$ cat src/rtl/shp_pkg.sv
// Package for the 3x3 sharpening stream block: field widths, reset values and
// the window state type shared by the top level and the kernel.
// Depends on nothing.
package shp_pkg;

   localparam int PIX_W     = 8;
   localparam int DATA_W    = 32;
   localparam int MASK_W    = 4;
   localparam int BUS_LANES = DATA_W / PIX_W;
   localparam int COL_W     = 12;
   localparam int CNT_W     = COL_W + 1;

   localparam logic [COL_W-1:0] ROW_LEN_RESET = 12'd2048;

   typedef logic [PIX_W-1:0] pix_type;

   // Pixels of the previous column (top, middle, bottom) and the middle pixel
   // two columns back.
   typedef struct packed {
      pix_type top;
      pix_type mid;
      pix_type bot;
      pix_type mid2;
   } win_type;

endpackage

$ cat src/rtl/shp_kernel.sv
// Sharpening kernel for one beat: chains the window across the lanes and
// computes the clamped 5-point Laplacian for every lane. Depends on shp_pkg.
module shp_kernel #(
   parameter int PIXELS_PER_BEAT = 4
) (
   input  shp_pkg::win_type                                   win_cur,
   input  logic                                               line_start,
   input  logic [PIXELS_PER_BEAT-1:0][shp_pkg::PIX_W-1:0]     lane_top,
   input  logic [PIXELS_PER_BEAT-1:0][shp_pkg::PIX_W-1:0]     lane_mid,
   input  logic [PIXELS_PER_BEAT-1:0][shp_pkg::PIX_W-1:0]     lane_bot,
   output logic [PIXELS_PER_BEAT-1:0][shp_pkg::PIX_W-1:0]     lane_res,
   output shp_pkg::win_type                                   win_next
);

   localparam int SUM_W = 12;

   shp_pkg::pix_type ext_top [PIXELS_PER_BEAT+1];
   shp_pkg::pix_type ext_bot [PIXELS_PER_BEAT+1];
   shp_pkg::pix_type ext_mid [PIXELS_PER_BEAT+2];
   logic [SUM_W-1:0] acc     [PIXELS_PER_BEAT];

   // At the start of a line, columns left of the image read as zero.
   always_comb begin
      ext_top[0] = line_start ? '0 : win_cur.top;
      ext_bot[0] = line_start ? '0 : win_cur.bot;
      ext_mid[0] = line_start ? '0 : win_cur.mid2;
      ext_mid[1] = line_start ? '0 : win_cur.mid;
      for (int p = 0; p < PIXELS_PER_BEAT; p++) begin
         ext_top[p+1] = lane_top[p];
         ext_bot[p+1] = lane_bot[p];
         ext_mid[p+2] = lane_mid[p];
      end
   end

   // The sum spans -1020..1275, so 12 bits in two's complement never wrap.
   always_comb begin
      for (int p = 0; p < PIXELS_PER_BEAT; p++) begin
         acc[p] = ({4'h0, ext_mid[p+1]} << 2) + {4'h0, ext_mid[p+1]}
                - {4'h0, ext_top[p]} - {4'h0, ext_bot[p]}
                - {4'h0, ext_mid[p]} - {4'h0, ext_mid[p+2]};
         if (acc[p][SUM_W-1]) begin
            lane_res[p] = '0;
         end else if (|acc[p][SUM_W-2:shp_pkg::PIX_W]) begin
            lane_res[p] = '1;
         end else begin
            lane_res[p] = acc[p][shp_pkg::PIX_W-1:0];
         end
      end
   end

   always_comb begin
      win_next.top  = ext_top[PIXELS_PER_BEAT];
      win_next.mid  = ext_mid[PIXELS_PER_BEAT+1];
      win_next.bot  = ext_bot[PIXELS_PER_BEAT];
      win_next.mid2 = ext_mid[PIXELS_PER_BEAT];
   end

endmodule

$ cat config.mk
export PLATFORM = sky130hd
export DESIGN_NAME = shp_kernel
export DESIGN_NICKNAME = d
export VERILOG_FILES = /design/src/rtl/shp_pkg.sv /design/src/rtl/shp_kernel.sv
export SDC_FILE = /design/constraint.sdc
export NUM_CORES = 1
export LEC_CHECK = 0
export ABC_AREA = 0
export BUFFER_PORTS_ARGS = -buffer_cell sky130_fd_sc_hd__buf_2
export CAP_MARGIN = 10
export CORE_MARGIN = 10
export CORE_UTILIZATION = 40
export DETAILED_ROUTE_END_ITERATION = 8
export PLACE_DENSITY = 0.73
export SETUP_SLACK_MARGIN = 0.5
export SYNTH_ARGS = -nofsm -noshare
export SYNTH_HDL_FRONTEND = slang
export SYNTH_SLANG_ARGS = --single-unit
$ cat constraint.sdc
create_clock -name vclk -period 22.2
set_clock_uncertainty 0.2 [all_clocks]
set_input_delay 5.55 -clock vclk [all_inputs]
set_output_delay 5.55 -clock vclk [all_outputs]
set_load 0.01 [all_outputs]
**Yosys cells after proc, flatten, opt, wreduce, memory -nomap -nowiden**

Cells that the tools add are included.

- $add $sub $neg: 20
- Reductions and logical operators: 4
- Multiplexer cells: 12

Operators with widths:

| operator | count |
|---|---|
| subtractor 12 x 8 -> 12 bit | 12 |
| 2-to-1 mux 8 bit | 12 |
| subtractor 11 x 8 -> 12 bit | 4 |
| adder 10 x 8 -> 11 bit | 4 |
| OR reduction 3 bit | 4 |

- Register bits after elaboration: 0

**Depth between registers and ports, before layout**

Gate-level depths: netlist (run 1).

- Depth after elaboration: 9
- Gate-level depth with buffers: 16
- Gate-level depth less buffers: 15

**Worst setup path after synthesis (run 1)**

No wires, ideal clock.

- Path type: in2out
- From: input port line_start
- To: output port lane_res[10] (netlist bit)
- Stages: 15
- Setup slack: 7.270 ns
- Buffers on the path: 1
- Arrival: 9.180 ns
- Cell sequence: clkbuf_1 nor2b_1 fa_1 inv_1 fa_1 inv_1 fa_1 inv_1 fa_1 a21o_1 a221oi_2 o21bai_1 xor2_1 nor4_4 a22oi_1

RTL lines:

| item | RTL line | source |
|---|---|---|
| from (decl) | shp_kernel.sv:7 | `input logic line_start,` |
| to (decl) | shp_kernel.sv:11 | `output logic [PIXELS_PER_BEAT-1:0][shp_pkg::PIX_W-1:0] lane_res,` |

==> Implementation_results.wiki, run 1 <==
{| class="wikitable"
! Metric !! Value
|-
| Number of port buffers || 161
|-
| I/O pin count || 193
|-
| CP Cell Sequence || buf_2 -> nor2b_1 -> inv_1 -> fa_1 -> fa_1 -> inv_1 -> fa_1 -> inv_1 -> fa_1 -> a21o_1 -> a221oi_2 -> o21bai_1 -> xor2_1 -> nor4_4 -> a22oi_1 -> buf_2
|-
| Top layer in use || met5
|-
| Global routing usage summed across all routing layers || 0.1447
|-
| ANT nets after route || 0
|-
| Class of the most critical hold timing path || in -> out
|-
| Die extent in y || 141.1 um
|-
| Number of remaining DRC errors || 0
|-
| Transition at the pin with the smallest max-transition slack || 811.5 ps
|-
| Final max-slew violation count || 0
|-
| Fraction of layout cells with a size suffix above 1 || 0.2144
|-
| Critical path endpoint category || output pin
|-
| Sequential cells || 0
|-
| Area Overhead vs Synth || 13.35%
|-
| Post-detailed-routing wire length || 14510 um
|-
| Row count || 44
|-
| Crit path launch type || primary input
|-
| Critical path type || in -> out
|-
| Synthesized instance count || 668
|-
| Average routed wire per standard cell || 14.83 um
|-
| Hold Path Origin || lane_bot[26]
|-
| Vias || 4587
|-
| Detailed Routing Iterations Pass 1 || 4
|-
| Unique masters post-synth || 45
|-
| Most common library cell in the layout ignoring fill and taps || sky130_fd_sc_hd__inv_1
|-
| Power per cell area || 96.54 mW/mm2
|-
| Die footprint || 0.01991 mm2
|-
| Post-Synthesis Net Count || 977
|-
| Max incr delay on CP || 610 ps
|-
| Flip-flop and latch area || 0 um2
|-
| Number of global-route vias before repair || 4897
|-
| Total routed wire length on the met1 layer || 6162 um
|-
| Part of the Yosys area used for sequential elements || 0
|-
| Required time at the endpoint of the critical path || 16450 ps
|-
| Final Setup Violations || 0
|-
| Post-layout minimum cycle time || 15850 ps
|-
| Hold buffers post-CTS || 0
|-
| X dimension of the die || 141.1 um
|-
| Top cell by count, worst path || sky130_fd_sc_hd__fa_1
|-
| Wire length of the first global-routing pass || 24030 um
|-
| Worst relative slew slack || 0.4554
|-
| CP max stage cell || sky130_fd_sc_hd__nor4_4
|-
| Setup TNS || 0 ps
|-
| Achievable Freq || 63.09 MHz
|-
| Drt first-iter violations || 178
|-
| Number of nets in the layout || 1104
|-
| Number of vias per cell after detailed routing || 4.690
|-
| Effective utilization at floorplan || 0.4052
|-
| Routed wl met3 || 676 um
|-
| Mean instance size in the synthesized netlist || 8.783 um2
|-
| Area of the placeable core || 0.01448 mm2
|-
| Placed wire-length estimate || 13600 um
|-
| Routability congestion estimate from global placement || 0.9091
|-
| Initial antenna violation count || 3
|-
| Unrepaired setup endpoints after global routing || false
|-
| Utilization after layout || 0.4593
|-
| Met2 wirelength from detailed routing || 7451 um
|-
| Post-CTS repair timing setup buffer count || 0
|-
| Critical Path Fanout Max || 32
|-
| Final number of hold-violating endpoints || 0
|-
| Commonest cells after routing, fill and taps aside || 195 x sky130_fd_sc_hd__inv_1, 161 x sky130_fd_sc_hd__buf_2, 120 x sky130_fd_sc_hd__fa_1, 60 x sky130_fd_sc_hd__ha_1, 29 x sky130_fd_sc_hd__a21oi_1
|-
| Final period util || 0.7140
|-
| Arrival time of data at the critical path endpoint || 10100 ps
|-
| Number of clock buffers in the layout || 0
|-
| Number of gates given a new drive strength after cts || 0
|-
| Max cap viols || 0
|-
| Number of filler cells placed in the layout || 1469
|-
| Post-Synthesis Cell Area || 0.005867 mm2
|-
| Crit. Startpoint || line_start
|-
| Worst supply voltage drop on vdd || 0.03214 mV
|-
| Synth warnings || 0
|-
| Static leakage || 0.003601 uW
|-
| Maximum number of pins on one net before global-route repair || 33
|-
| GRT overflow || 0
|-
| Worst hold slack after final layout || 10900 ps
|-
| Status || completed
|}
where the power goes:
part | total (uW) | internal (uW) | switching (uW)
Combinational | 642 | 270 | 372
Sequential | 0 | 0 | 0
Clock | 0.00000603 | 0.00000602 | 0
critical path, delay by kind of cell:
kind	cells	cell delay [ps]
fa+ha+maj	4	1810
simple gates	2	970
compound gates	4	840
buf+inv	5	750
xor+xnor	1	180
metrics by stage:
stage          std cells  worst slack, ps  area, um2  total power (uW)
4_1_cts              977             6374       6648             644.0
2_1_floorplan        668             7270       5867             486.8
5_1_grt              978             6085       6650             725.4
3_3_place_gp         977             6523       6648             628.5
6_report             978             6348       6650             642.0
3_5_place_dp         977             6382       6648             641.3
synth_stat cells (2+ instances only):
cell type	instances	share of area
sky130_fd_sc_hd__o21a_1	12	0.015
sky130_fd_sc_hd__a32oi_1	9	0.013
sky130_fd_sc_hd__ha_1	60	0.13
sky130_fd_sc_hd__nand2_1	16	0.010
sky130_fd_sc_hd__a211oi_2	2	0.0043
sky130_fd_sc_hd__nor2b_1	18	0.019
sky130_fd_sc_hd__buf_4	32	0.041
sky130_fd_sc_hd__a21o_1	9	0.012
sky130_fd_sc_hd__o211ai_1	5	0.0064
sky130_fd_sc_hd__xnor2_1	16	0.024
sky130_fd_sc_hd__nand2b_1	19	0.020
sky130_fd_sc_hd__nand4_1	2	0.0021
sky130_fd_sc_hd__nor2_1	22	0.014
sky130_fd_sc_hd__o21ai_0	11	0.0094
sky130_fd_sc_hd__a21oi_1	29	0.025
sky130_fd_sc_hd__and3_1	6	0.0064
sky130_fd_sc_hd__o21bai_1	6	0.0077
sky130_fd_sc_hd__fa_1	120	0.41
sky130_fd_sc_hd__a21boi_0	3	0.0038
sky130_fd_sc_hd__o21ai_1	2	0.0017
sky130_fd_sc_hd__xor2_1	23	0.034
sky130_fd_sc_hd__inv_1	195	0.12
sky130_fd_sc_hd__clkbuf_1	4	0.0026
sky130_fd_sc_hd__a211oi_1	4	0.0051
sky130_fd_sc_hd__nand3_1	7	0.0060
sky130_fd_sc_hd__a221oi_2	2	0.0051
sky130_fd_sc_hd__a22oi_1	16	0.020
final cells by class:
cell class                      instances  area, um2  share of cell area
Inverter                              195      732.0              0.1101
Antenna cell                            1      2.502           0.0003763
Multi-Input combinational cell        437       4880              0.7338
Timing Repair Buffer                  161      805.8              0.1212
Tap cell                              184      230.2             0.03462
logic make-up after synthesis:
group,share of synthesized area
muxes,0.003625
adders and majority gates,0.5374
buffers and inverters,0.1683
and+or+nand+nor,0.08829
AOI/OAI and AO/OA,0.1442
xor gates and xnor gates,0.05822
routing by layer:
layer  track usage  vias to the layer above
li1              -                     2298
met5             0                        -
met3       0.02318                       14
met4       0.01957                        2
met2        0.2567                       81
met1        0.1838                     2192
path summary, 6_finish.rpt:
kind | end | slack [ps] | cells after the start
worst max-delay path | lane_res[10] | 6350 | 16
worst min-delay path | win_next[10] | 10900 | 0
No activity file was read; power rests on OpenSTA's default activity.
==> run 2, diff against run 1 <==
--- a/config.mk
+++ b/config.mk
@@ -5,13 +5,13 @@
 export SDC_FILE = /design/constraint.sdc
 export NUM_CORES = 1
 export LEC_CHECK = 0
-export ABC_AREA = 0
+export ABC_AREA = 1
 export BUFFER_PORTS_ARGS = -buffer_cell sky130_fd_sc_hd__buf_2
 export CAP_MARGIN = 10
 export CORE_MARGIN = 10
 export CORE_UTILIZATION = 40
 export DETAILED_ROUTE_END_ITERATION = 8
-export PLACE_DENSITY = 0.73
+export PLACE_DENSITY = 0.72
 export SETUP_SLACK_MARGIN = 0.5
 export SYNTH_ARGS = -nofsm -noshare
 export SYNTH_HDL_FRONTEND = slang
==> constraint.sdc (replaced) <==
create_clock -name vclk -period 16.5
set_clock_uncertainty 0.2 [all_clocks]
set_input_delay 4.125 -clock vclk [all_inputs]
set_output_delay 4.125 -clock vclk [all_outputs]
set_load 0.01 [all_outputs]
==> run 2 against run 1 <==
Net effect:
- via count up 20%
- worst hold slack lost 2800 ps
- worst setup slack got worse by 2400 ps
- power rose by 53%
- routed wire length increased by 12%
- flip-flop and latch count stayed put
- critical endpoint is now lane_res[2]
- die area grew 7.1%
- first-iteration DRC count rose by 48%
- global-route usage up 0.51 points
- sequential share of layout area unchanged
==> Implementation_results.wiki, run 2 <==
{| class="wikitable"
! Metric !! Value
|-
| I/O pin count || 193
|-
| Critical path type || in -> out
|-
| Maximum number of pins on one net before global-route repair || 21
|-
| Power per cell area || 137.1 mW/mm2
|-
| Top cell by count, worst path || sky130_fd_sc_hd__nand2_1
|-
| Proportion of netlist area held by the largest area contributor || 0.3780
|-
| Number of global-route vias before repair || 5596
|-
| Final period util || 0.7617
|-
| GRT overflow || 0
|-
| Routability congestion estimate from global placement || 0.9401
|-
| ANT nets after route || 0
|-
| Number of clock buffers in the layout || 0
|-
| Flip-flop and latch area || 0 um2
|-
| Hold buffers post-CTS || 0
|-
| Number of vias per cell after detailed routing || 4.479
|-
| Final Setup Violations || 0
|-
| Post-Synthesis Cell Area || 0.006356 mm2
|-
| Post-detailed-routing wire length || 16220 um
|-
| Category of cells accounting for the largest share of critical-path delay || adder cells
|-
| Setup TNS || 0 ps
|-
| Required time at the endpoint of the critical path || 12180 ps
|-
| Detailed Routing Iterations Pass 1 || 5
|-
| Effective utilization at floorplan || 0.4045
|-
| Row count || 46
|-
| Area of the placeable core || 0.01571 mm2
|-
| Synth warnings || 0
|-
| Unrepaired setup endpoints after global routing || false
|-
| Number of port buffers || 161
|-
| Wire length of the first global-routing pass || 27010 um
|-
| Number of gates given a new drive strength after cts || 0
|-
| Number of buffers and inverters on the critical path || 8
|-
| Critical path endpoint category || output pin
|-
| Die footprint || 0.02133 mm2
|-
| Die extent in y || 146.1 um
|-
| Unique masters post-synth || 30
|-
| Cell types with the highest counts after synthesis || 275 x sky130_fd_sc_hd__inv_1, 180 x sky130_fd_sc_hd__nand2_1, 120 x sky130_fd_sc_hd__fa_1
|-
| Max cap viols || 0
|-
| Final max-slew violation count || 0
|-
| Most used standard cell by instance count after synthesis || sky130_fd_sc_hd__inv_1
|-
| Post-layout minimum cycle time || 12570 ps
|-
| Synthesized instance count || 882
|-
| Placed standard-cell area || 0.007181 mm2
|-
| Post-Synthesis Net Count || 1191
|-
| Static leakage || 0.004338 uW
|-
| Commonest cells after routing, fill and taps aside || 275 x sky130_fd_sc_hd__inv_1, 180 x sky130_fd_sc_hd__nand2_1, 161 x sky130_fd_sc_hd__buf_2, 120 x sky130_fd_sc_hd__fa_1, 60 x sky130_fd_sc_hd__ha_1
|-
| Average routed wire per standard cell || 13.22 um
|-
| Part of the Yosys area used for sequential elements || 0
|-
| Vias || 5496
|-
| Mean instance size in the synthesized netlist || 7.206 um2
|-
| Crit path launch type || primary input
|-
| Number of nets in the layout || 1319
|-
| Worst relative slew slack || 0.5911
|-
| Sequential cells || 0
|-
| Transition at the pin with the smallest max-transition slack || 613.3 ps
|-
| X dimension of the die || 146.1 um
|-
| Post-CTS repair timing setup buffer count || 0
|-
| CP Cell Sequence || buf_2 -> inv_1 -> nand2_1 -> fa_1 -> inv_1 -> fa_1 -> inv_1 -> fa_1 -> inv_1 -> ha_1 -> nand2_1 -> nand2_1 -> nand2_1 -> nand2_1 -> nand2_1 -> nand3_1 -> nand2_1 -> nand2_1 -> inv_2 -> nand3_1 -> nand2_1 -> inv_1 -> buf_2
|-
| Area Overhead vs Synth || 13.09%
|-
| Worst supply voltage drop on vdd || 0.05369 mV
|-
| Arrival time of data at the critical path endpoint || 8240 ps
|-
| Drt first-iter violations || 263
|-
| Final number of hold-violating endpoints || 0
|-
| Most common library cell in the layout ignoring fill and taps || sky130_fd_sc_hd__inv_1
|-
| Status || completed
|-
| Global routing usage summed across all routing layers || 0.1499
|-
| Max incr delay on CP || 560 ps
|-
| Fraction of layout cells with a size suffix above 1 || 0.1825
|-
| Min-Delay Path Depth || 0
|-
| Final Cell Area || 0.007188 mm2
|-
| CP max stage cell || sky130_fd_sc_hd__fa_1
|-
| Leading cell types by total area after synthesis || sky130_fd_sc_hd__fa_1 38%, sky130_fd_sc_hd__inv_1 16%, sky130_fd_sc_hd__ha_1 12%
|-
| Hold Path Origin || lane_bot[27]
|-
| Achievable Freq || 79.57 MHz
|-
| Initial antenna violation count || 3
|-
| Critical Path Fanout Max || 20
|-
| Number of remaining DRC errors || 0
|-
| Placed wire-length estimate || 15240 um
|-
| Worst hold slack after final layout || 8050 ps
|-
| Endpoint with the worst hold slack || win_next[11]
|-
| Synth area leader || sky130_fd_sc_hd__fa_1
|-
| Class of the most critical hold timing path || in -> out
|}
## run 2: cell types whose count changed in the layout (fill, tap and decap cells not counted), sizes merged, moves of 12 or more
cell	previous run	this run
nand3	7	45
nand2b	19	0
a22oi	16	0
nand2	16	184
o21a	12	0
nor2	22	50
inv	195	276
a21oi	29	51
nor2b	18	0
## run 2: layout make-up
type | count | area [um2]
repair buffers | 161 | 805.8
inverters | 276 | 1036
diodes | 3 | 7.507
multi-input cells | 571 | 5069
fillers | 1638 | 8524
well taps | 216 | 270.3
## run 2: worst max path at each step
| stage | from | end | slack [ps] | depth (start not counted) |
|---|---|---|---|---|
| after global routing | line_start | lane_res[6] | 3580 | 23 |
| after CTS | line_start | lane_res[2] | 3950 | 23 |
| after detailed placement | line_start | lane_res[2] | 3950 | 23 |
| after global placement | line_start | lane_res[7] | 4020 | 23 |
| after floorplan | line_start | lane_res[0] | 4630 | 22 |
| final | line_start | lane_res[2] | 3930 | 23 |
## run 2: cells by family (layout without fill, tap and decap cells)
group,after synthesis,count (layout),share of synthesized area
adders and majority gates,180,180,0.4961
buffers and inverters,311,437,0.2026
other,0,3,0
xor gates and xnor gates,29,29,0.03996
and+or+nand+nor,298,298,0.2059
AOI/OAI and AO/OA,64,64,0.05551
## run 2: stage by stage
step	utilization	total power [uW]	std cells	setup WS (ps)
after detailed placement	0.4570	980.6	1224	3951
after floorplan	-	747.2	882	4629
after global routing	0.4572	1128	1225	3576
final	0.4575	985.4	1227	3933
after global placement	0.4570	971.8	1224	4023
after CTS	0.4570	986.3	1224	3950
## run 2: per-layer routing
metal  GRT usage  vias to the layer above  routed length [um]
li1            -                     2810                   -
met5           0                        -                   0
met1      0.2055                     2521                7520
met2      0.2509                      145                7596
met3     0.02070                       20                 854
met4     0.02152                        0                 248
## run 2: power breakdown
part	total, uW	switching, uW	internal [uW]
Clock	0.0000243	0	0.0000243
Sequential	0	0	0
Combinational	985	607	378
Total	985	607	378
